--- src/rtl/sbsp_pkg.sv ---
// shared types, constants and helpers of the staged buffer slot pool
package sbsp_pkg;

    localparam int SLOTS       = 64;
    localparam int SLOT_W      = 6;
    localparam int CNT_W       = 7;
    localparam int STAGE_W     = 3;
    localparam int CMD_W       = 2;
    localparam int STATUS_W    = 2;
    localparam int QUEUE_DEPTH = 2;
    localparam int QPTR_W      = 1;
    localparam int QCNT_W      = 2;

    localparam logic [CNT_W-1:0] CAP_RESET = CNT_W'(SLOTS);

    localparam logic [STAGE_W-1:0] ST_FREE      = 3'd0;
    localparam logic [STAGE_W-1:0] ST_DECODE    = 3'd1;
    localparam logic [STAGE_W-1:0] ST_SERIALIZE = 3'd5;

    typedef enum logic [CMD_W-1:0] {
        OP_ACQUIRE = 2'd0,
        OP_ADVANCE = 2'd1,
        OP_RELEASE = 2'd2,
        OP_READ    = 2'd3
    } op_t;

    typedef enum logic [STATUS_W-1:0] {
        STATUS_OK        = 2'd0,
        STATUS_EXHAUSTED = 2'd1,
        STATUS_BAD_INDEX = 2'd2,
        STATUS_BAD_MOVE  = 2'd3
    } status_t;

    typedef enum logic {
        BACK_IDLE = 1'b0,
        BACK_EXEC = 1'b1
    } back_state_t;

    typedef struct packed {
        op_t                 op;
        logic [SLOT_W-1:0]   slot;
        logic [STAGE_W-1:0]  next_stage;
        logic                in_range;
    } item_t;

    function automatic logic [CNT_W-1:0] eff_capacity(input logic [CNT_W-1:0] cap);
        logic [CNT_W-1:0] r;
        begin
            r = cap;
            if (cap == '0)
                r = CNT_W'(1);
            else if (cap > CNT_W'(SLOTS))
                r = CNT_W'(SLOTS);
            return r;
        end
    endfunction

endpackage

--- src/rtl/sbsp_if.sv ---
// request and response channel interfaces

interface sbsp_req_if import sbsp_pkg::*; ();
    logic                valid;
    logic                ready;
    logic [CMD_W-1:0]    command;
    logic [SLOT_W-1:0]   slot;
    logic [STAGE_W-1:0]  next_stage;

    modport source (output valid, command, slot, next_stage, input ready);
    modport sink   (input valid, command, slot, next_stage, output ready);
endinterface

interface sbsp_rsp_if import sbsp_pkg::*; ();
    logic                 valid;
    logic                 ready;
    logic [STATUS_W-1:0]  status;
    logic [SLOT_W-1:0]    granted_slot;
    logic [STAGE_W-1:0]   slot_stage;
    logic [CNT_W-1:0]     busy_count;
    logic [CNT_W-1:0]     high_water;
    logic                 none_busy;

    modport source (output valid, status, granted_slot, slot_stage, busy_count,
                    high_water, none_busy, input ready);
    modport sink   (input valid, status, granted_slot, slot_stage, busy_count,
                    high_water, none_busy, output ready);
endinterface

--- src/rtl/sbsp_ram.sv ---
// generic single write port, single read port ram with registered read
module sbsp_ram #(
    parameter int WIDTH = 8,
    parameter int DEPTH = 16
) (
    input  logic                     clk,
    input  logic                     we,
    input  logic [$clog2(DEPTH)-1:0] waddr,
    input  logic [WIDTH-1:0]         wdata,
    input  logic                     re,
    input  logic [$clog2(DEPTH)-1:0] raddr,
    output logic [WIDTH-1:0]         rdata
);

    logic [WIDTH-1:0] mem [DEPTH];

    always_ff @(posedge clk)
    begin
        if (we)
        begin
            mem[waddr] <= wdata;
        end
        if (re)
        begin
            rdata <= mem[raddr];
        end
    end

endmodule

--- src/rtl/sbsp_front.sv ---
// front end: takes requests, decodes the command and checks the slot range
module sbsp_front import sbsp_pkg::*; (
    sbsp_req_if.sink          req,
    input  logic [CNT_W-1:0]  eff_cap,
    input  logic              full,
    output logic              push,
    output item_t             push_data
);

    always_comb
    begin
        req.ready = !full;
        push      = req.valid && !full;

        push_data.op         = op_t'(req.command);
        push_data.slot       = req.slot;
        push_data.next_stage = req.next_stage;
        push_data.in_range   = {1'b0, req.slot} < eff_cap;
    end

endmodule

--- src/rtl/sbsp_fifo.sv ---
// short queue between front and back ends
module sbsp_fifo import sbsp_pkg::*; (
    input  logic   clk,
    input  logic   rst_n,
    input  logic   push,
    input  item_t  push_data,
    output logic   full,
    input  logic   pop,
    output item_t  pop_data,
    output logic   empty
);

    item_t              entry_reg [QUEUE_DEPTH];
    logic [QPTR_W-1:0]  wr_ptr_reg;
    logic [QPTR_W-1:0]  wr_ptr_next;
    logic [QPTR_W-1:0]  rd_ptr_reg;
    logic [QPTR_W-1:0]  rd_ptr_next;
    logic [QCNT_W-1:0]  count_reg;
    logic [QCNT_W-1:0]  count_next;

    always_comb
    begin
        full        = count_reg == QCNT_W'(QUEUE_DEPTH);
        empty       = count_reg == '0;
        pop_data    = entry_reg[rd_ptr_reg];
        wr_ptr_next = wr_ptr_reg;
        rd_ptr_next = rd_ptr_reg;
        count_next  = count_reg;
        if (push)
        begin
            wr_ptr_next = (wr_ptr_reg == QPTR_W'(QUEUE_DEPTH - 1)) ? '0 : wr_ptr_reg + 1'b1;
        end
        if (pop)
        begin
            rd_ptr_next = (rd_ptr_reg == QPTR_W'(QUEUE_DEPTH - 1)) ? '0 : rd_ptr_reg + 1'b1;
        end
        if (push && !pop)
        begin
            count_next = count_reg + 1'b1;
        end
        else if (pop && !push)
        begin
            count_next = count_reg - 1'b1;
        end
    end

    always_ff @(posedge clk or negedge rst_n)
    begin
        if (!rst_n)
        begin
            wr_ptr_reg <= '0;
            rd_ptr_reg <= '0;
            count_reg  <= '0;
        end
        else
        begin
            wr_ptr_reg <= wr_ptr_next;
            rd_ptr_reg <= rd_ptr_next;
            count_reg  <= count_next;
        end
    end

    always_ff @(posedge clk)
    begin
        if (push)
        begin
            entry_reg[wr_ptr_reg] <= push_data;
        end
    end

endmodule

--- src/rtl/sbsp_back.sv ---
// back end: slot stage store, busy map, counters and response register
module sbsp_back import sbsp_pkg::*; (
    input  logic              clk,
    input  logic              rst_n,
    input  logic [CNT_W-1:0]  eff_cap,
    input  logic              empty,
    input  item_t             pop_data,
    output logic              pop,
    sbsp_rsp_if.source        rsp
);

    back_state_t          state_reg;
    back_state_t          state_next;
    item_t                cmd_reg;
    item_t                cmd_next;
    logic [SLOTS-1:0]     busy_reg;
    logic [SLOTS-1:0]     busy_next;
    logic [CNT_W-1:0]     count_reg;
    logic [CNT_W-1:0]     count_next;
    logic [CNT_W-1:0]     peak_reg;
    logic [CNT_W-1:0]     peak_next;
    logic                 out_valid_reg;
    logic                 out_valid_next;
    status_t              status_reg;
    status_t              status_next;
    logic [SLOT_W-1:0]    granted_reg;
    logic [SLOT_W-1:0]    granted_next;
    logic [STAGE_W-1:0]   stage_reg;
    logic [STAGE_W-1:0]   stage_next;
    logic [CNT_W-1:0]     out_count_reg;
    logic [CNT_W-1:0]     out_count_next;
    logic [CNT_W-1:0]     out_peak_reg;
    logic [CNT_W-1:0]     out_peak_next;
    logic                 out_free_reg;
    logic                 out_free_next;

    logic                 ram_we;
    logic [SLOT_W-1:0]    ram_waddr;
    logic [STAGE_W-1:0]   ram_wdata;
    logic [STAGE_W-1:0]   ram_rdata;
    logic [STAGE_W-1:0]   cur_stage;
    logic                 grant_found;
    logic [SLOT_W-1:0]    grant_idx;
    logic                 exec_go;

    sbsp_ram #(
        .WIDTH (STAGE_W),
        .DEPTH (SLOTS)
    ) u_stage_ram (
        .clk   (clk),
        .we    (ram_we),
        .waddr (ram_waddr),
        .wdata (ram_wdata),
        .re    (pop),
        .raddr (pop_data.slot),
        .rdata (ram_rdata)
    );

    // lowest free slot below capacity
    always_comb
    begin
        grant_found = 1'b0;
        grant_idx   = '0;
        for (int i = SLOTS - 1; i >= 0; i--)
        begin
            if (!busy_reg[i] && (CNT_W'(i) < eff_cap))
            begin
                grant_found = 1'b1;
                grant_idx   = SLOT_W'(i);
            end
        end
    end

    always_comb
    begin
        state_next     = state_reg;
        cmd_next       = cmd_reg;
        busy_next      = busy_reg;
        count_next     = count_reg;
        peak_next      = peak_reg;
        out_valid_next = out_valid_reg && !rsp.ready;
        status_next    = status_reg;
        granted_next   = granted_reg;
        stage_next     = stage_reg;
        out_count_next = out_count_reg;
        out_peak_next  = out_peak_reg;
        out_free_next  = out_free_reg;
        ram_we         = 1'b0;
        ram_waddr      = cmd_reg.slot;
        ram_wdata      = cmd_reg.next_stage;
        pop            = 1'b0;
        exec_go        = 1'b0;
        cur_stage      = busy_reg[cmd_reg.slot] ? ram_rdata : ST_FREE;

        case (state_reg)
            BACK_IDLE:
            begin
                if (!empty)
                begin
                    pop        = 1'b1;
                    cmd_next   = pop_data;
                    state_next = BACK_EXEC;
                end
            end
            BACK_EXEC:
            begin
                exec_go = !out_valid_reg || rsp.ready;
            end
            default:
            begin
                state_next = BACK_IDLE;
            end
        endcase

        if (exec_go)
        begin
            state_next     = BACK_IDLE;
            out_valid_next = 1'b1;
            status_next    = STATUS_OK;
            granted_next   = '0;
            stage_next     = ST_FREE;

            case (cmd_reg.op)
                OP_ACQUIRE:
                begin
                    if (grant_found)
                    begin
                        ram_we               = 1'b1;
                        ram_waddr            = grant_idx;
                        ram_wdata            = ST_DECODE;
                        busy_next[grant_idx] = 1'b1;
                        count_next           = count_reg + 1'b1;
                        if (count_next > peak_reg)
                        begin
                            peak_next = count_next;
                        end
                        granted_next = grant_idx;
                        stage_next   = ST_DECODE;
                    end
                    else
                    begin
                        status_next = STATUS_EXHAUSTED;
                    end
                end
                OP_RELEASE:
                begin
                    if (cmd_reg.in_range && busy_reg[cmd_reg.slot])
                    begin
                        busy_next[cmd_reg.slot] = 1'b0;
                        if (count_reg != '0)
                        begin
                            count_next = count_reg - 1'b1;
                        end
                    end
                end
                OP_ADVANCE:
                begin
                    if (!cmd_reg.in_range)
                    begin
                        status_next = STATUS_BAD_INDEX;
                    end
                    else if (cur_stage == ST_FREE || cur_stage >= ST_SERIALIZE ||
                             cmd_reg.next_stage != cur_stage + 3'd1)
                    begin
                        status_next = STATUS_BAD_MOVE;
                        stage_next  = cur_stage;
                    end
                    else
                    begin
                        ram_we     = 1'b1;
                        stage_next = cmd_reg.next_stage;
                    end
                end
                OP_READ:
                begin
                    if (!cmd_reg.in_range)
                    begin
                        status_next = STATUS_BAD_INDEX;
                    end
                    else
                    begin
                        stage_next = cur_stage;
                    end
                end
                default:
                begin
                    status_next = STATUS_OK;
                end
            endcase

            out_count_next = count_next;
            out_peak_next  = peak_next;
            out_free_next  = count_next == '0;
        end

        rsp.valid        = out_valid_reg;
        rsp.status       = status_reg;
        rsp.granted_slot = granted_reg;
        rsp.slot_stage   = stage_reg;
        rsp.busy_count   = out_count_reg;
        rsp.high_water   = out_peak_reg;
        rsp.none_busy    = out_free_reg;
    end

    always_ff @(posedge clk or negedge rst_n)
    begin
        if (!rst_n)
        begin
            state_reg     <= BACK_IDLE;
            busy_reg      <= '0;
            count_reg     <= '0;
            peak_reg      <= '0;
            out_valid_reg <= 1'b0;
        end
        else
        begin
            state_reg     <= state_next;
            busy_reg      <= busy_next;
            count_reg     <= count_next;
            peak_reg      <= peak_next;
            out_valid_reg <= out_valid_next;
        end
    end

    always_ff @(posedge clk)
    begin
        cmd_reg       <= cmd_next;
        status_reg    <= status_next;
        granted_reg   <= granted_next;
        stage_reg     <= stage_next;
        out_count_reg <= out_count_next;
        out_peak_reg  <= out_peak_next;
        out_free_reg  <= out_free_next;
    end

endmodule

--- src/rtl/staged_buffer_slot_pool_top.sv ---
// top level of the staged buffer slot pool
// a request passes through the queue, the command register and then the response register
// the back end takes a new request only when done with the last, as each reads then updates the stage ram
// a 2-entry queue lets requests be taken while the back end or the response side stalls
// reset: all slots free via the cleared busy map, counters zero, capacity 64, no clearing pass
module staged_buffer_slot_pool_top import sbsp_pkg::*; (
    input  logic              clk,
    input  logic              rst_n,
    input  logic              capacity_we,
    input  logic [CNT_W-1:0]  capacity_wdata,
    sbsp_req_if.sink          req,
    sbsp_rsp_if.source        rsp
);

    logic [CNT_W-1:0]  capacity_reg;
    logic [CNT_W-1:0]  capacity_next;
    logic [CNT_W-1:0]  eff_cap;
    logic              q_push;
    item_t             q_push_data;
    logic              q_full;
    logic              q_pop;
    item_t             q_pop_data;
    logic              q_empty;

    always_comb
    begin
        capacity_next = capacity_we ? capacity_wdata : capacity_reg;
        eff_cap       = eff_capacity(capacity_reg);
    end

    always_ff @(posedge clk or negedge rst_n)
    begin
        if (!rst_n)
        begin
            capacity_reg <= CAP_RESET;
        end
        else
        begin
            capacity_reg <= capacity_next;
        end
    end

    sbsp_front u_front (
        .req       (req),
        .eff_cap   (eff_cap),
        .full      (q_full),
        .push      (q_push),
        .push_data (q_push_data)
    );

    sbsp_fifo u_fifo (
        .clk       (clk),
        .rst_n     (rst_n),
        .push      (q_push),
        .push_data (q_push_data),
        .full      (q_full),
        .pop       (q_pop),
        .pop_data  (q_pop_data),
        .empty     (q_empty)
    );

    sbsp_back u_back (
        .clk      (clk),
        .rst_n    (rst_n),
        .eff_cap  (eff_cap),
        .empty    (q_empty),
        .pop_data (q_pop_data),
        .pop      (q_pop),
        .rsp      (rsp)
    );

endmodule
--- src/flat_wrapper.sv ---
// flat-port wrapper written by rule: the top's interface ports become plain ports
module staged_buffer_slot_pool_top_flat import sbsp_pkg::*;
  (clk, rst_n, capacity_we, capacity_wdata, req_valid, req_command, req_slot, req_next_stage, req_ready, rsp_valid, rsp_status, rsp_granted_slot, rsp_slot_stage, rsp_busy_count, rsp_high_water, rsp_none_busy, rsp_ready);
  sbsp_req_if req_i ();
  sbsp_rsp_if rsp_i ();
  input  logic clk;
  input  logic rst_n;
  input  logic capacity_we;
  input  logic [CNT_W-1:0] capacity_wdata;
  input wire logic [$bits(req_i.valid)-1:0] req_valid;
  input wire logic [$bits(req_i.command)-1:0] req_command;
  input wire logic [$bits(req_i.slot)-1:0] req_slot;
  input wire logic [$bits(req_i.next_stage)-1:0] req_next_stage;
  output wire logic [$bits(req_i.ready)-1:0] req_ready;
  output wire logic [$bits(rsp_i.valid)-1:0] rsp_valid;
  output wire logic [$bits(rsp_i.status)-1:0] rsp_status;
  output wire logic [$bits(rsp_i.granted_slot)-1:0] rsp_granted_slot;
  output wire logic [$bits(rsp_i.slot_stage)-1:0] rsp_slot_stage;
  output wire logic [$bits(rsp_i.busy_count)-1:0] rsp_busy_count;
  output wire logic [$bits(rsp_i.high_water)-1:0] rsp_high_water;
  output wire logic [$bits(rsp_i.none_busy)-1:0] rsp_none_busy;
  input wire logic [$bits(rsp_i.ready)-1:0] rsp_ready;
  assign req_i.valid = req_valid;
  assign req_i.command = req_command;
  assign req_i.slot = req_slot;
  assign req_i.next_stage = req_next_stage;
  assign req_ready = req_i.ready;
  assign rsp_valid = rsp_i.valid;
  assign rsp_status = rsp_i.status;
  assign rsp_granted_slot = rsp_i.granted_slot;
  assign rsp_slot_stage = rsp_i.slot_stage;
  assign rsp_busy_count = rsp_i.busy_count;
  assign rsp_high_water = rsp_i.high_water;
  assign rsp_none_busy = rsp_i.none_busy;
  assign rsp_i.ready = rsp_ready;
  staged_buffer_slot_pool_top u_core (.clk(clk), .rst_n(rst_n), .capacity_we(capacity_we), .capacity_wdata(capacity_wdata), .req(req_i), .rsp(rsp_i));
endmodule
--- config.mk ---
export PLATFORM = sky130hd
export DESIGN_NAME = staged_buffer_slot_pool_top_flat
export DESIGN_NICKNAME = d
export VERILOG_FILES = /design/src/rtl/sbsp_pkg.sv /design/src/rtl/sbsp_if.sv /design/src/rtl/sbsp_ram.sv /design/src/rtl/sbsp_front.sv /design/src/rtl/sbsp_fifo.sv /design/src/rtl/sbsp_back.sv /design/src/rtl/staged_buffer_slot_pool_top.sv /design/src/flat_wrapper.sv
export SDC_FILE = /design/constraint.sdc
export NUM_CORES = 1
export LEC_CHECK = 0
export ABC_AREA = 1
export BUFFER_PORTS_ARGS = -buffer_cell sky130_fd_sc_hd__buf_2
export CELL_PAD_IN_SITES_DETAIL_PLACEMENT = 1
export CELL_PAD_IN_SITES_GLOBAL_PLACEMENT = 2
export CORE_MARGIN = 2
export CORE_UTILIZATION = 37
export CTS_BUF_LIST = sky130_fd_sc_hd__clkbuf_8
export CTS_CLUSTER_DIAMETER = 40
export DETAILED_ROUTE_END_ITERATION = 6
export PLACE_DENSITY_LB_ADDON = 0.1
export SYNTH_ARGS = -nofsm -noshare
export SYNTH_HDL_FRONTEND = slang
export SYNTH_HIERARCHICAL = 1
export SYNTH_SLANG_ARGS = --single-unit
--- constraint.sdc ---
create_clock -name clk -period 5.65 [get_ports clk]
set_input_delay 0.565 -clock clk [delete_from_list [all_inputs] [get_ports clk]]
set_output_delay 0.565 -clock clk [all_outputs]
set_load 0.005 [all_outputs]
== Word-level counts from Yosys, hierarchy flattened ==
Memories as Yosys holds them, arrays and structs flattened. A register that Yosys moved wholly into a read port is not among the register bits.
Index checks and enable logic that the tools add are counted.

* Logic and storage cells: 449
* Flip-flop bits (word level): 129
* Memory bits (writable): 216
* Memories: 2

* Reduce and logical (&&, ||, !) cells: 154
* Muxes and demuxes: 183
* Order comparisons: 72
* Add/sub/neg operators: 7
* Bitwise operators: 5
* Eq/ne operators: 7

{| class="wikitable"
|+ Memory list
! name !! depth !! bits a word !! read ports !! clocked after memory_dff !! wr ports !! line !! text
|-
| u_core.u_back.u_stage_ram.mem || 64 || 3 || 1 || 1 || 1 || sbsp_ram.sv:15 || <nowiki>logic [WIDTH-1:0] mem [DEPTH];</nowiki>
|-
| u_core.u_fifo.entry_reg || 2 || 12 || 1 || 0 || 1 || sbsp_fifo.sv:13 || <nowiki>item_t entry_reg [QUEUE_DEPTH];</nowiki>
|}

{| class="wikitable"
|+ Operator list
! kind !! count
|-
| 2-to-1 mux 6 bit || 67
|-
| < comparator 6 x 7 -> 1 bit (first input constant) || 32
|-
| 2-to-1 mux 64 bit || 2
|-
| case mux 64 bit (2 select lines) || 1
|-
| < comparator 5 x 7 -> 1 bit (first input constant) || 16
|-
| 2-to-1 mux 1 bit || 85
|-
| logical AND 1 bit || 71
|-
| logical NOT 1 bit || 69
|-
| AND 64 bit || 1
|-
| NOT 64 bit || 1
|-
| OR 64 bit || 1
|-
| 2-to-1 mux 7 bit || 9
|-
| < comparator 4 x 7 -> 1 bit (first input constant) || 8
|-
| < comparator 3 x 7 -> 1 bit (first input constant) || 4
|-
| 2-to-1 mux 3 bit || 7
|-
| logical NOT 7 bit || 2
|-
| < comparator 1 x 7 -> 1 bit (first input constant) || 2
|-
| < comparator 2 x 7 -> 1 bit (first input constant) || 2
|-
| < comparator 6 x 7 -> 1 bit (second input constant) || 2
|-
| case mux 7 bit (2 select lines) || 1
|-
| demux 1 bit (select 6 bit) || 2
|-
| greater-or-equal comparator 6 x 1 -> 1 bit (second input constant) || 2
|-
| 2-to-1 mux 2 bit || 5
|-
| case mux 3 bit (3 select lines) || 1
|-
| other kinds (25) || 35
|}

== Depth between registers and ports, before layout ==
Gate-level depths: netlist of the first run.

* Depth in word-level cells: 76
* Depth in mapped cells: 74
* Depth with buffers taken out: 71

== Modules after synthesis ==
The synthesis of the first run kept the hierarchy.

{| class="wikitable"
|+ Modules (own cells, without submodules)
! module !! area an instance (µm²) !! sequential area each (µm²) !! instances !! cells an instance
|-
| sbsp_back || 8,299.2 || 3,143.0 || 1 || 1,190
|-
| sbsp_ram || 8,225.4 || 5,855.6 || 1 || 734
|-
| sbsp_fifo || 1,107.3 || 820.8 || 1 || 62
|-
| staged_buffer_slot_pool_top || 319.1 || 176.4 || 1 || 38
|-
| sbsp_front || 260.2 || 0.0 || 1 || 44
|}

== Worst setup path before layout of the first run ==
No wires, ideal clock.

* Path type: register to register
* From: reg u_core.capacity_reg[5]
* To: mem u_core/u_back/u_stage_ram/mem[49][0] in the netlist's numbering, enable pin
* Cell stages (with the launch flop): 72
* Clock period less this slack: 5.525 ns
* Data required time: 5.279 ns
* Data arrival time: 5.153 ns
* Slack: 0.125 ns
* Library setup time: 0.371 ns
* Path through: dfrtp_1 nor2_1 nand3_1 a21oi_1 nand2_1 o21ai_1 nand3_1 nand2_1 nand2_1 nand2_1 nand2_1 nand2_1 nand2_1 nand2_1 nand2_1 nand2_1 nand2_1 nand2_1 [... 36 more ...] nand2_1 nand2_1 nand2_1 nand2_1 nand2_1 nand2_1 nand2_1 nand2_1 nand2_1 nand2_1 nand2_1 nand2_1 nand2_1 buf_2 o21ai_0 clkbuf_1 inv_1 nor4_1

* Elaborated cells on any way between the ends: 268
* Those cells by class: order compare: 65; mux: 138; reduce/logical: 65

{| class="wikitable"
|+ RTL lines
! element !! line !! text
|-
| start: declaration || staged_buffer_slot_pool_top.sv:15 || <nowiki>logic [CNT_W-1:0] capacity_reg;</nowiki>
|-
| start signal: assignment || staged_buffer_slot_pool_top.sv:39 || <nowiki>capacity_reg <= capacity_next;</nowiki>
|-
| > comparator 7 bit || sbsp_pkg.sv:52 || <nowiki>else if (cap > CNT_W'(SLOTS))</nowiki>
|-
| 2-to-1 mux 7 bit || sbsp_pkg.sv:52 ||
|-
| 2-to-1 mux 7 bit * || sbsp_pkg.sv:50 || <nowiki>if (cap == '0)</nowiki>
|-
| net u_core.eff_cap[1] || staged_buffer_slot_pool_top.sv:17 || <nowiki>logic [CNT_W-1:0] eff_cap;</nowiki>
|-
| < comparator 6 x 7 -> 1 bit || sbsp_back.sv:66 || <nowiki>if (!busy_reg[i] && (CNT_W'(i) < eff_cap))</nowiki>
|-
| logical AND 1 bit || sbsp_back.sv:66 ||
|-
| 2-to-1 mux 6 bit or 2-to-1 mux 1 bit (tied branches) (64 in a row) || sbsp_back.sv:66 ||
|-
| 2-to-1 mux 6 bit * || sbsp_back.sv:126 || <nowiki>if (grant_found)</nowiki>
|-
| 2-to-1 mux 6 bit * || sbsp_back.sv:123 || <nowiki>case (cmd_reg.op)</nowiki>
|-
| 2-to-1 mux 6 bit * || sbsp_back.sv:115 || <nowiki>if (exec_go)</nowiki>
|-
| net u_core.u_back.ram_waddr[0] || sbsp_back.sv:38 || <nowiki>logic [SLOT_W-1:0] ram_waddr;</nowiki>
|-
| end: declaration || sbsp_ram.sv:15 ||
|}

The timed path passes the listed nets; every way through them passes the cells marked *.

== Final worst setup path of the first run ==
* From: reg u_core.capacity_reg[6]
* To: mem u_core/u_back/u_stage_ram/mem[47][0] in the netlist's numbering, enable pin

The elaborated chain is that of the path after synthesis.

==> results of run 1 <==
-- power groups by stage --
stage	clock network, mW	registers, mW	logic [mW]
final	2.66	3.81	5.55
after global routing	2.84	3.86	6.13
after CTS	2.74	3.81	5.44
after detailed placement	0	3.85	5.26
after global placement	0	3.84	5.17
after floorplan	0	3.73	3.33
-- per-layer routing --
| metal | wire (um) | vias to the layer above | part of all wire [%] | track usage [%] |
|---|---|---|---|---|
| met3 | 3110 | 97 | 5.0 | 4.59 |
| met1 | 29400 | 7783 | 47 | 34.4 |
| met4 | 1500 | 0 | 2.4 | 7.20 |
| met5 | 0 | - | 0 | 0 |
| li1 | - | 7363 | - | - |
| met2 | 28400 | 361 | 46 | 38.9 |
-- kinds of logic after synthesis --
logic type      after synthesis
compound gates              291
xor+xnor                     11
fa+ha+maj                    19
buf+inv                     325
flops                       348
mux                          13
simple gates               1061
-- critical path, cell delays in order (launching register included) --
cell and delay, ps:
sky130_fd_sc_hd__dfstp_2 640, sky130_fd_sc_hd__nor2_2 80, sky130_fd_sc_hd__inv_2 100, sky130_fd_sc_hd__nand2_1 120, sky130_fd_sc_hd__buf_4 200, sky130_fd_sc_hd__nor2_1 140, sky130_fd_sc_hd__clkinv_1 100, sky130_fd_sc_hd__nor2_1 300
sky130_fd_sc_hd__inv_1 180, sky130_fd_sc_hd__o21ai_0 290, sky130_fd_sc_hd__inv_1 100, sky130_fd_sc_hd__nor4_1 290, sky130_fd_sc_hd__nand3_1 120, sky130_fd_sc_hd__nor2_1 150, sky130_fd_sc_hd__nand3_1 150, sky130_fd_sc_hd__nand2_1 130
sky130_fd_sc_hd__inv_1 150, sky130_fd_sc_hd__nand2_1 500, sky130_fd_sc_hd__o21ai_0 350, sky130_fd_sc_hd__inv_1 240, sky130_fd_sc_hd__nand3_1 650, sky130_fd_sc_hd__nor2_1 460
-- stage by stage --
step / setup WS [ps] / hold WS (ps) / power, mW / utilization (%) / setup TNS, ps
floorplan: 125 / 269 / 7.06 / - / 0
global placement: -359 / 472 / 9.02 / 40.1 / -38670
detailed placement: -238 / 490 / 9.11 / 40.1 / -30890
CTS: -43.3 / 24.6 / 12.0 / 43.8 / -1360
global route: -702 / 67.2 / 12.8 / 44.6 / -125570
finish: -134 / 38.0 / 12.0 / 44.6 / -1780
-- worst paths after layout --
check / end / cells past startpoint / from / slack (ps)
worst max register to register: u_core/u_back/u_stage_ram/mem[47][0]$_DFFE_PP_ / 21 / u_core/capacity_reg[6]$_DFFE_PN1P_ / -130
max in group asynchronous: u_core/capacity_reg[6]$_DFFE_PN1P_ / 2 / rst_n / 4540
min in group clk: u_core/capacity_reg[1]$_DFFE_PN0P_ / 3 / capacity_wdata[1] / 120
worst max-delay path: u_core/u_back/u_stage_ram/mem[47][0]$_DFFE_PP_ / 21 / u_core/capacity_reg[6]$_DFFE_PN1P_ / -130
worst min register to register: u_core/u_back/busy_reg[59]$_DFFE_PN0P_ / 2 / u_core/u_back/busy_reg[59]$_DFFE_PN0P_ / 490
worst min-delay path: u_core/u_back/peak_reg[3]$_DFFE_PN0P_ / 1 / rst_n / 40
-- final cells by class --
type	count	share of cell area, %
clock buffers	81	5.13
flip-flops and latches	348	46.0
clock inverters	41	1.46
inverters	227	3.95
well taps	664	3.82
repair buffers	161	5.63
multi-input cells	1395	34.1
-- timing repair --
action	4_1_cts	5_1_grt
buffers inserted	8	7
pin swaps	14	19
resized for setup	77	84
endpoints found under the setup margin	189	253
hold endpoints to repair	0	0
gates cloned	0	0
-- placed cells by master (no fill, tap or decap), drive strengths merged, types with 62 or more instances in the layout --
cell type,synthesis,layout
nand2,481,481
edfxtp,257,257
inv,225,243
nor2,227,227
nand3,203,203
buf,57,161
a21oi,135,135
nor3,91,91
dfrtp,90,90
clkbuf,41,81
o21ai,62,62
==> qor.txt, run 1 <==
PLACED DESIGN
----------------------------------------------------------------------------------------------------
Instance area at placement                                                                 19500 um2
Count of buffers inserted at the top-level ports                                                  50
Final weighted congestion in routability-driven placement                                      0.873
Detail Placement HPWL                                                                        43.0 mm
Placed cell count                                                                               2780

SYNTH
----------------------------------------------------------------------------------------------------
Proportion of register bits with asynchronous set or reset after synthesis                     26.1%
Most used standard cells in the synthesized netlist                                     sky130_fd_sc_hd__nand2_1 (480), sky130_fd_sc_hd__edfxtp_1 (257), sky130_fd_sc_hd__nor2_1 (221), sky130_fd_sc_hd__inv_1 (218), sky130_fd_sc_hd__nand3_1 (203)
Number of flops mapped to enable cells by yosys                                                  257
Cell with the most instances after synthesis                                            sky130_fd_sc_hd__nand2_1
Yosys top cell by area                                                                  sky130_fd_sc_hd__edfxtp_1
Area fraction of the dominant cell type after synthesis                                        42.4%
Synth Instances                                                                                 2068
Synthesized netlist net count                                                                   2110
Synthesis warning total                                                                            6
Distinct cells, synth                                                                             51
FF+latch count, synth                                                                            348
Simple-Gate Fraction of Synth Area                                                             25.2%
Post-Synth Adder-Cell Area                                                                     1.31%
Most used flip-flop cell after synthesis                                                sky130_fd_sc_hd__edfxtp_1
Xor-xnor portion of the synthesized cell area                                                 0.529%
Mean area per synthesized cell                                                              8.81 um2
Dominant combinational cell family by area after synthesis                              simple AND/OR/NAND/NOR gates
Share of cell area taken by muxes after synthesis                                             0.989%
Sequential fraction of the synthesis area                                                      54.9%
Area fraction in compound gates after synthesis                                                9.41%
Post-synthesis cell area                                                                   18200 um2
Leading post-synthesis cells by cell area                                               sky130_fd_sc_hd__edfxtp_1 (42%), sky130_fd_sc_hd__dfrtp_1 (12%), sky130_fd_sc_hd__nand2_1 (9.9%)

CLOCK NETWORK
----------------------------------------------------------------------------------------------------
# H-tree levels                                                                                    3
Maximum buffer depth of the clock tree                                                             3
Clock-pin slew reported for the worst setup and hold paths after clock tree synthesis          50 ps
TritonCTS clock tree                                                                             yes
Clock root buffer master                                                                sky130_fd_sc_hd__clkbuf_8
Total CTS buffers                                                                                 73
Quantity of hold-fixing buffers added after cts                                                    0
Clk Latency, worst-skew pair                                                                  660 ps
Count of clock tree sinks                                                                        348

STA
----------------------------------------------------------------------------------------------------
Minimum setup slack in the final design                                                      -134 ps
RSZ-0062 raised after global routing                                                            true
Relative slew slack                                                                            31.1%
Setup Skew                                                                                   23.7 ps
Number of endpoints with negative hold slack in the final report                                   0
Worst Max-Slew Pin Slew                                                                      1030 ps
Fmax                                                                                         173 MHz
Setup violations, final                                                                           36
Tcrit/Tclk final                                                                                102%
Fin. max-slew vios                                                                                 0
Final min period                                                                             5780 ps

POWER AND IR DROP
----------------------------------------------------------------------------------------------------
PwrDens                                                                                   553 nW/um2
IR Drop Worst-Case VDD                                                                      0.311 mV
Combinational cell fraction of total power                                                     46.2%
Clock power frac                                                                               22.1%
Switch share                                                                                   45.6%
Switching power total                                                                        5.48 mW
Leakage component of the power                                                               8.84 nW
Share of total power in sequential cells                                                       31.7%
Internal power                                                                               6.54 mW

FLOORPLANNING
----------------------------------------------------------------------------------------------------
Starting Density                                                                               37.4%
Core Region                                                                                48700 um2
Overall die area                                                                           51000 um2
Rows                                                                                              81
DIE HEIGHT                                                                                    226 um
Count of boundary I/O pins                                                                        51
Die X-Extent                                                                                  226 um

CELLS AND AREA
----------------------------------------------------------------------------------------------------
Cell area after layout                                                                     21700 um2
Inserted Diodes                                                                                    0
Non-Filler Instances                                                                            2917
Number of inserted filler cells in the final layout                                             5648
Combined area of the multi-input logic cells                                                7410 um2
Nets                                                                                            2248
Area growth from synthesis to layout                                                           19.4%
Largest register FFs                                                                             192
Area occupied by registers                                                                 10000 um2
Fraction of layout cells with a size suffix above 1                                            17.4%

SETUP PATH
----------------------------------------------------------------------------------------------------
Kind of end point of the critical path                                                     flip-flop
Top fanout value on the critical path                                                             16
CP startpoint kind                                                                         flip-flop
WS Path Type                                                                                 reg2reg
Worst Path Required                                                                          5980 ps
Worst endpoint data arrival time                                                             6110 ps

WORST HOLD PATH
----------------------------------------------------------------------------------------------------
Hold/Removal Path Class                                                                     in2async

RUN STATUS
----------------------------------------------------------------------------------------------------
Failing checks                                                                          setup timing
Outcome                                                                                 finished, violations left

ROUTE
----------------------------------------------------------------------------------------------------
Mean number of vias per cell                                                                    5.35
Total wire length                                                                            62.3 mm
Final routed DRC violation total                                                                   0
Total via count after detailed routing                                                         15604
Remaining antenna violation count                                                                  0
Count of routing violations after the opening detailed-route iteration                           927
First-pass detailed-route iteration total                                                          5
WL per Instance                                                                              21.4 um

GLOBAL ROUTE
----------------------------------------------------------------------------------------------------
Initial antenna violation count                                                                    0
All-layer global routing usage                                                                 24.6%
Aggregate global routing overflow                                                                  0
First-pass GRT wire length                                                                   94.2 mm
Via count of the first global-routing pass                                                     16009
Maximum number of pins on one net before global-route repair                                      98

JOB
----------------------------------------------------------------------------------------------------
Max-Cap Viols                                                                                      0

No activity file was read; power rests on OpenSTA's default activity.
==> run 2, diff against run 1 <==
--- a/config.mk
+++ b/config.mk
@@ -14,7 +14,7 @@
 export CTS_BUF_LIST = sky130_fd_sc_hd__clkbuf_8
 export CTS_CLUSTER_DIAMETER = 40
 export DETAILED_ROUTE_END_ITERATION = 6
-export PLACE_DENSITY_LB_ADDON = 0.1
+export PLACE_DENSITY_LB_ADDON = 0.05
 export SYNTH_ARGS = -nofsm -noshare
 export SYNTH_HDL_FRONTEND = slang
 export SYNTH_HIERARCHICAL = 1
==> qor.txt, run 2 (synthesis gave the netlist of run 1 again) <==
RUN STATUS
----------------------------------------------------------------------------------------------------
Outcome                                                                                 finished, violations left
Failing checks                                                                          setup timing

POWER AND IR DROP
----------------------------------------------------------------------------------------------------
Leakage component of the power                                                               9.00 nW
IR Drop Worst-Case VDD                                                                      0.296 mV
PwrDens                                                                                   562 nW/um2
Total design power                                                                           12.5 mW

GLOBAL ROUTE
----------------------------------------------------------------------------------------------------
All-layer global routing usage                                                                 25.1%
Initial antenna violation count                                                                    0
Maximum number of pins on one net before global-route repair                                      98
First-pass GRT wire length                                                                   96.6 mm
Aggregate global routing overflow                                                                  0
Via count of the first global-routing pass                                                     16336

CELLS AND AREA
----------------------------------------------------------------------------------------------------
Area growth from synthesis to layout                                                           21.8%
Nets                                                                                            2265
Inserted Diodes                                                                                    0
Most common library cell in the layout ignoring fill and taps                           sky130_fd_sc_hd__nand2_1
Most frequent cells in the layout                                                       sky130_fd_sc_hd__nand2_1 (473), sky130_fd_sc_hd__edfxtp_1 (257), sky130_fd_sc_hd__inv_1 (227)
Fraction of layout cells with a size suffix above 1                                            18.2%
Area occupied by registers                                                                 10000 um2
Largest register FFs                                                                             192
Cell area after layout                                                                     22200 um2
Fin util                                                                                       45.5%
Combined area of the multi-input logic cells                                                7470 um2
Number of inserted filler cells in the final layout                                             5648

SETUP PATH
----------------------------------------------------------------------------------------------------
Cell family with the largest share of critical-path delay                               compound AO/OA/AOI/OAI gates
Cell depth of the worst setup path                                                                39
Kind of end point of the critical path                                                     flip-flop
Worst endpoint data arrival time                                                             6100 ps
Slowest Stage Delay on Critical Path                                                          380 ps
Critical Path Start                                                                     u_core/capacity_reg[1]$_DFFE_PN0P_
Count of buffer and inverter cells on the critical path                                           11
CP startpoint kind                                                                         flip-flop
Slowest CP cell                                                                         sky130_fd_sc_hd__dfrtp_1
Top fanout value on the critical path                                                              9
Endpoint of the lowest-slack register-to-register path                                  u_core/u_back/u_stage_ram/mem[33][2]$_DFFE_PP_
Worst Path Required                                                                          6010 ps
Number of cells traversed by the worst register-to-register path                                  39
WS Path Type                                                                                 reg2reg
Register-to-register setup slack                                                              -90 ps
Endpoint of the most critical setup path                                                u_core/u_back/u_stage_ram/mem[33][2]$_DFFE_PP_
Cell with the most instances on the worst path                                          sky130_fd_sc_hd__buf_4
Startpoint of the most critical register-to-register path                               u_core/capacity_reg[1]$_DFFE_PN0P_

WORST HOLD PATH
----------------------------------------------------------------------------------------------------
Hold/Removal Path Class                                                                     in2async

FLOORPLANNING
----------------------------------------------------------------------------------------------------
Die X-Extent                                                                                  226 um
DIE HEIGHT                                                                                    226 um
Rows                                                                                              81
Overall die area                                                                           51000 um2
Count of boundary I/O pins                                                                        51
Core Region                                                                                48700 um2
Starting Density                                                                               37.4%

STA
----------------------------------------------------------------------------------------------------
Relative slew slack                                                                            24.8%
Final min period                                                                             5740 ps
Worst Max-Slew Pin Slew                                                                      1120 ps
RSZ-0062 raised after global routing                                                            true
Setup violations, final                                                                           77
Setup Skew                                                                                   44.6 ps
Number of endpoints with negative hold slack in the final report                                   0
Fmax                                                                                         174 MHz
Fin. max-slew vios                                                                                 0
Minimum setup slack in the final design                                                     -94.4 ps
Tcrit/Tclk final                                                                                102%

ROUTE
----------------------------------------------------------------------------------------------------
WL per Instance                                                                              21.4 um
Mean number of vias per cell                                                                    5.35
First-pass detailed-route iteration total                                                          5
Count of routing violations after the opening detailed-route iteration                           968
Total wire length                                                                            63.0 mm
Remaining antenna violation count                                                                  0
Final routed DRC violation total                                                                   0
Total via count after detailed routing                                                         15759

CLOCK NETWORK
----------------------------------------------------------------------------------------------------
# H-tree levels                                                                                    3
TritonCTS clock tree                                                                             yes
Clock root buffer master                                                                sky130_fd_sc_hd__clkbuf_8
Maximum buffer depth of the clock tree                                                             3
Total CTS buffers                                                                                 78
Clock-pin slew reported for the worst setup and hold paths after clock tree synthesis          50 ps
Count of clock tree sinks                                                                        348
Clk Latency, worst-skew pair                                                                  670 ps
Quantity of hold-fixing buffers added after cts                                                    0

PLACED DESIGN
----------------------------------------------------------------------------------------------------
Detail Placement HPWL                                                                        43.2 mm
Count of buffers inserted at the top-level ports                                                  50
Final weighted congestion in routability-driven placement                                      0.874
Instance area at placement                                                                 19600 um2

JOB
----------------------------------------------------------------------------------------------------
Max-Cap Viols                                                                                      0

[run 2: where the power goes]
group / internal (mW) / switching, mW
clock network: 1.83 / 1.25
registers: 3.49 / 0.323
logic: 1.54 / 4.03
[run 2: per-stage QoR]
stage / instances / setup TNS (ps) / hold WS, ps / worst slack (ps)
6_report: 2948 / -2600 / 37.5 / -94.4
5_1_grt: 2948 / -149740 / 58.6 / -788
4_1_cts: 2944 / -3320 / 15.7 / -127
3_5_place_dp: 2786 / -35520 / 485 / -420
3_3_place_gp: 2786 / -30090 / 473 / -425
2_1_floorplan: 2068 / 0 / 269 / 125
[run 2: area by class of cell]
class                   instances  share of cell area, %
multi-input cells            1395                   33.7
clock inverters                62                   2.80
well taps                     664                   3.75
repair buffers                173                   5.90
inverters                     227                   3.89
clock buffers                  79                   4.90
flip-flops and latches        348                   45.1
[run 2: how the worst min path moves through the flow]
stage,from,endpoint,cells after the start
floorplan,rst_n,u_core/capacity_reg[0]$_DFFE_PN0P_,0
global placement,u_core/u_back/rsp.valid$_DFF_PN0_,u_core/u_back/rsp.valid$_DFF_PN0_,2
finish,rst_n,u_core/u_back/peak_reg[2]$_DFFE_PN0P_,1
global route,rst_n,u_core/u_back/peak_reg[2]$_DFFE_PN0P_,1
CTS,rst_n,u_core/u_fifo/wr_ptr_reg$_DFFE_PN0P_,1
detailed placement,u_core/u_back/rsp.valid$_DFF_PN0_,u_core/u_back/rsp.valid$_DFF_PN0_,2
[run 2: worst reg2reg max path, delay by kind of cell, from the launching register on]
| kind | cells | cell delay [ps] |
|---|---|---|
| compound gates | 15 | 2070 |
| buf+inv | 11 | 1710 |
| simple gates | 13 | 1290 |
| flops | 1 | 380 |
[run 2: metal layers]
| layer | routed length [um] | up-vias | GRT usage [%] | share of wire, % |
|---|---|---|---|---|
| li1 | - | 7399 | - | - |
| met1 | 30000 | 7861 | 35.4 | 48 |
| met2 | 28300 | 386 | 39.2 | 45 |
| met3 | 3200 | 113 | 3.97 | 5.1 |
| met4 | 1540 | 0 | 8.80 | 2.4 |
| met5 | 0 | - | 0 | 0 |
[run 2: repair_timing]
item / 4_1_cts / 5_1_grt
setup buffers: 17 / 9
resized for setup: 135 / 42
pin swaps: 10 / 25
setup endpoints to repair: 189 / 256
==> run 3, diff against run 2 <==
--- a/config.mk
+++ b/config.mk
@@ -14,6 +14,7 @@
 export CTS_BUF_LIST = sky130_fd_sc_hd__clkbuf_8
 export CTS_CLUSTER_DIAMETER = 40
 export DETAILED_ROUTE_END_ITERATION = 6
+export GPL_TIMING_DRIVEN = 0
 export PLACE_DENSITY_LB_ADDON = 0.05
 export SYNTH_ARGS = -nofsm -noshare
 export SYNTH_HDL_FRONTEND = slang
==> qor.txt, run 3 (synthesis gave the netlist of run 1 again) <==
GLOBAL ROUTE
----------------------------------------------------------------------------------------------------
Aggregate global routing overflow                                                                  0
Via count of the first global-routing pass                                                     16600
First-pass GRT wire length                                                                    102 mm
Initial antenna violation count                                                                    0
All-layer global routing usage                                                                 27.3%
Maximum number of pins on one net before global-route repair                                      48

RUN STATUS
----------------------------------------------------------------------------------------------------
Failing checks                                                                          setup timing
Outcome                                                                                 finished, violations left

SETUP PATH
----------------------------------------------------------------------------------------------------
Register-to-register setup slack                                                             -490 ps
Endpoint of the lowest-slack register-to-register path                                  u_core/u_back/u_stage_ram/mem[55][2]$_DFFE_PP_
Cell with the most instances on the worst path                                          sky130_fd_sc_hd__nand2_1
WS Path Type                                                                                 reg2reg
Worst endpoint data arrival time                                                             6440 ps
Slowest Stage Delay on Critical Path                                                          590 ps
CP startpoint kind                                                                         flip-flop
Cell family with the largest share of critical-path delay                               simple AND/OR/NAND/NOR gates
Worst Path Required                                                                          5950 ps
Startpoint of the most critical register-to-register path                               u_core/u_back/cmd_reg[5]$_DFFE_PP_
Cell breakdown of the critical path                                                     inv_1 > nor3_1 > inv_1 > o22ai_1 > a221oi_1 > o2111ai_1 > a22o_1 > a221oi_1 > nand2_1 > nand2_1 > inv_1 > ha_1 > xnor2_1 > nand2_1 > a21oi_1 > o2111ai_1 > nor2_1 > nand3_1 > nand2_1 > clkbuf_1 > nand4_1 > buf_4 > buf_4 > nor4_4
Top fanout value on the critical path                                                              9
Kind of end point of the critical path                                                     flip-flop
Number of cells traversed by the worst register-to-register path                                  24
Slowest CP cell                                                                         sky130_fd_sc_hd__edfxtp_1
Count of buffer and inverter cells on the critical path                                            6

POWER AND IR DROP
----------------------------------------------------------------------------------------------------
PwrDens                                                                                   566 nW/um2
Total design power                                                                           12.8 mW
Leakage component of the power                                                               9.12 nW
IR Drop Worst-Case VDD                                                                      0.245 mV

STA
----------------------------------------------------------------------------------------------------
Setup violations, final                                                                          192
Worst Max-Slew Pin Slew                                                                      1380 ps
Number of endpoints with negative hold slack in the final report                                   0
Fmax                                                                                         163 MHz
Relative slew slack                                                                            7.24%
RSZ-0062 raised after global routing                                                            true
Worst hold margin                                                                             110 ps
Setup Skew                                                                                   42.1 ps
Tcrit/Tclk final                                                                                109%
Fin. max-slew vios                                                                                 0
Minimum setup slack in the final design                                                      -487 ps
Final min period                                                                             6140 ps

FLOORPLANNING
----------------------------------------------------------------------------------------------------
DIE HEIGHT                                                                                    226 um
Overall die area                                                                           51000 um2
Starting Density                                                                               37.4%
Rows                                                                                              81
Count of boundary I/O pins                                                                        51
Die X-Extent                                                                                  226 um
Core Region                                                                                48700 um2

CELLS AND AREA
----------------------------------------------------------------------------------------------------
Number of inserted filler cells in the final layout                                             5637
Most frequent cells in the layout                                                       sky130_fd_sc_hd__nand2_1 (472), sky130_fd_sc_hd__edfxtp_1 (257), sky130_fd_sc_hd__inv_1 (224)
Inserted Diodes                                                                                    0
Area growth from synthesis to layout                                                           24.4%
Fraction of layout cells with a size suffix above 1                                            20.2%
Non-Filler Instances                                                                            2986
Largest register FFs                                                                             192
Most common library cell in the layout ignoring fill and taps                           sky130_fd_sc_hd__nand2_1
Nets                                                                                            2305
Cell area after layout                                                                     22700 um2

ROUTE
----------------------------------------------------------------------------------------------------
Count of routing violations after the opening detailed-route iteration                          1188
Final routed DRC violation total                                                                   0
WL per Instance                                                                              23.1 um
Total wire length                                                                            68.9 mm
First-pass detailed-route iteration total                                                          5
Total via count after detailed routing                                                         16184
Remaining antenna violation count                                                                  0
Mean number of vias per cell                                                                    5.42

WORST HOLD PATH
----------------------------------------------------------------------------------------------------
Min-Delay Path Depth                                                                               1
Endpoint of the worst hold path                                                         u_core/u_fifo/entry_reg[1][10]$_DFFE_PP_
Hold/Removal Path Class                                                                       in2reg
Launch instance of the worst min-delay path                                             req_command[0]

CLOCK NETWORK
----------------------------------------------------------------------------------------------------
Maximum buffer depth of the clock tree                                                             3
Clock-pin slew reported for the worst setup and hold paths after clock tree synthesis          70 ps
Clk Latency, worst-skew pair                                                                  650 ps
# H-tree levels                                                                                    3
TritonCTS clock tree                                                                             yes
Clock root buffer master                                                                sky130_fd_sc_hd__clkbuf_8
Count of clock tree sinks                                                                        348
Total CTS buffers                                                                                 75

PLACED DESIGN
----------------------------------------------------------------------------------------------------
Final weighted congestion in routability-driven placement                                      0.887
Detail Placement HPWL                                                                        48.3 mm
Count of buffers inserted at the top-level ports                                                  45
Placed cell count                                                                               2782
Post-placement setup slack                                                                  -2290 ps
Instance area at placement                                                                 19400 um2

JOB
----------------------------------------------------------------------------------------------------
Max-Cap Viols                                                                                      0

==> run 3: changes by cell type in the layout (fill, tap and decap cells not counted), moves of 5 or more <==
cell                       change
sky130_fd_sc_hd__buf_4        -30
sky130_fd_sc_hd__clkbuf_1     +26
sky130_fd_sc_hd__buf_2        +17
sky130_fd_sc_hd__nor2_1       -13
sky130_fd_sc_hd__clkbuf_2     +11
sky130_fd_sc_hd__a21oi_1      -10
sky130_fd_sc_hd__a21oi_2       +8
sky130_fd_sc_hd__clkinv_1      -8
sky130_fd_sc_hd__nor2_2        +7
sky130_fd_sc_hd__clkbuf_8      +6
sky130_fd_sc_hd__nor2_4        +6
sky130_fd_sc_hd__buf_12        +5
sky130_fd_sc_hd__buf_8         +5
sky130_fd_sc_hd__nand3_4       +5
==> run 3: cell type report <==
type | instances | area [um2] | share of cell area, %
flip-flops and latches | 348 | 10000 | 44.1
inverters | 227 | 880 | 3.88
well taps | 664 | 831 | 3.67
clock inverters | 52 | 453 | 2.00
repair buffers | 120 | 1000 | 4.41
clock buffers | 84 | 1160 | 5.10
multi-input cells | 1395 | 7740 | 34.2
plain buffers | 96 | 592 | 2.61
==> run 3: repair_timing <==
item,4_1_cts,5_1_grt
resized for setup,239,56
hold buffers,1,0
hold endpoints to repair,29,0
setup buffers,60,15
pin swaps,35,26
cloned,0,1
setup endpoints to repair,449,423
==> run 3: metal layers <==
layer | global-route usage (%) | part of all wire (%) | up-vias
met4 | 9.83 | 2.5 | 0
met2 | 40.7 | 43 | 539
met5 | 0 | 0 | -
li1 | - | - | 7506
met1 | 38.7 | 47 | 8037
met3 | 6.17 | 7.0 | 102
==> run 3: worst max path at each step <==
stage                     slack [ps]  cells after the start                          startpoint                                        endpoint
after floorplan                  130                     71  u_core/capacity_reg[5]$_DFFE_PN0P_  u_core/u_back/u_stage_ram/mem[49][0]$_DFFE_PP_
after global placement         -2260                     73  u_core/capacity_reg[5]$_DFFE_PN0P_  u_core/u_back/u_stage_ram/mem[40][0]$_DFFE_PP_
after detailed placement       -2290                     73  u_core/capacity_reg[5]$_DFFE_PN0P_  u_core/u_back/u_stage_ram/mem[40][1]$_DFFE_PP_
after CTS                       -340                     75  u_core/capacity_reg[0]$_DFFE_PN0P_  u_core/u_back/u_stage_ram/mem[16][1]$_DFFE_PP_
after global routing           -1100                     71  u_core/capacity_reg[3]$_DFFE_PN0P_  u_core/u_back/u_stage_ram/mem[51][0]$_DFFE_PP_
final                           -490                     24  u_core/u_back/cmd_reg[5]$_DFFE_PP_  u_core/u_back/u_stage_ram/mem[55][2]$_DFFE_PP_
==> run 3: worst reg2reg max path: stages (launching register included) <==
cell	delay, ps
sky130_fd_sc_hd__edfxtp_1	590
sky130_fd_sc_hd__inv_1	230
sky130_fd_sc_hd__nor3_1	130
sky130_fd_sc_hd__inv_1	290
sky130_fd_sc_hd__o22ai_1	130
sky130_fd_sc_hd__a221oi_1	290
sky130_fd_sc_hd__o2111ai_1	250
sky130_fd_sc_hd__a22o_1	270
sky130_fd_sc_hd__a221oi_1	230
sky130_fd_sc_hd__nand2_1	250
sky130_fd_sc_hd__nand2_1	250
sky130_fd_sc_hd__inv_1	110
sky130_fd_sc_hd__ha_1	220
sky130_fd_sc_hd__xnor2_1	190
sky130_fd_sc_hd__nand2_1	90
sky130_fd_sc_hd__a21oi_1	180
sky130_fd_sc_hd__o2111ai_1	300
sky130_fd_sc_hd__nor2_1	240
sky130_fd_sc_hd__nand3_1	120
sky130_fd_sc_hd__nand2_1	100
sky130_fd_sc_hd__clkbuf_1	390
sky130_fd_sc_hd__nand4_1	190
sky130_fd_sc_hd__buf_4	250
sky130_fd_sc_hd__buf_4	160
sky130_fd_sc_hd__nor4_4	360
==> run 3: per-stage QoR <==
stage          util [%]  setup TNS [ps]
2_1_floorplan         -               0
3_3_place_gp       39.5         -667730
3_5_place_dp       39.8         -436570
4_1_cts            45.9          -43260
5_1_grt            46.5         -219960
6_report           46.5          -66870
==> run 3: power by group <==
part	switching [mW]	internal (mW)
logic	4.41	1.72
registers	0.289	3.49
clock network	1.22	1.70
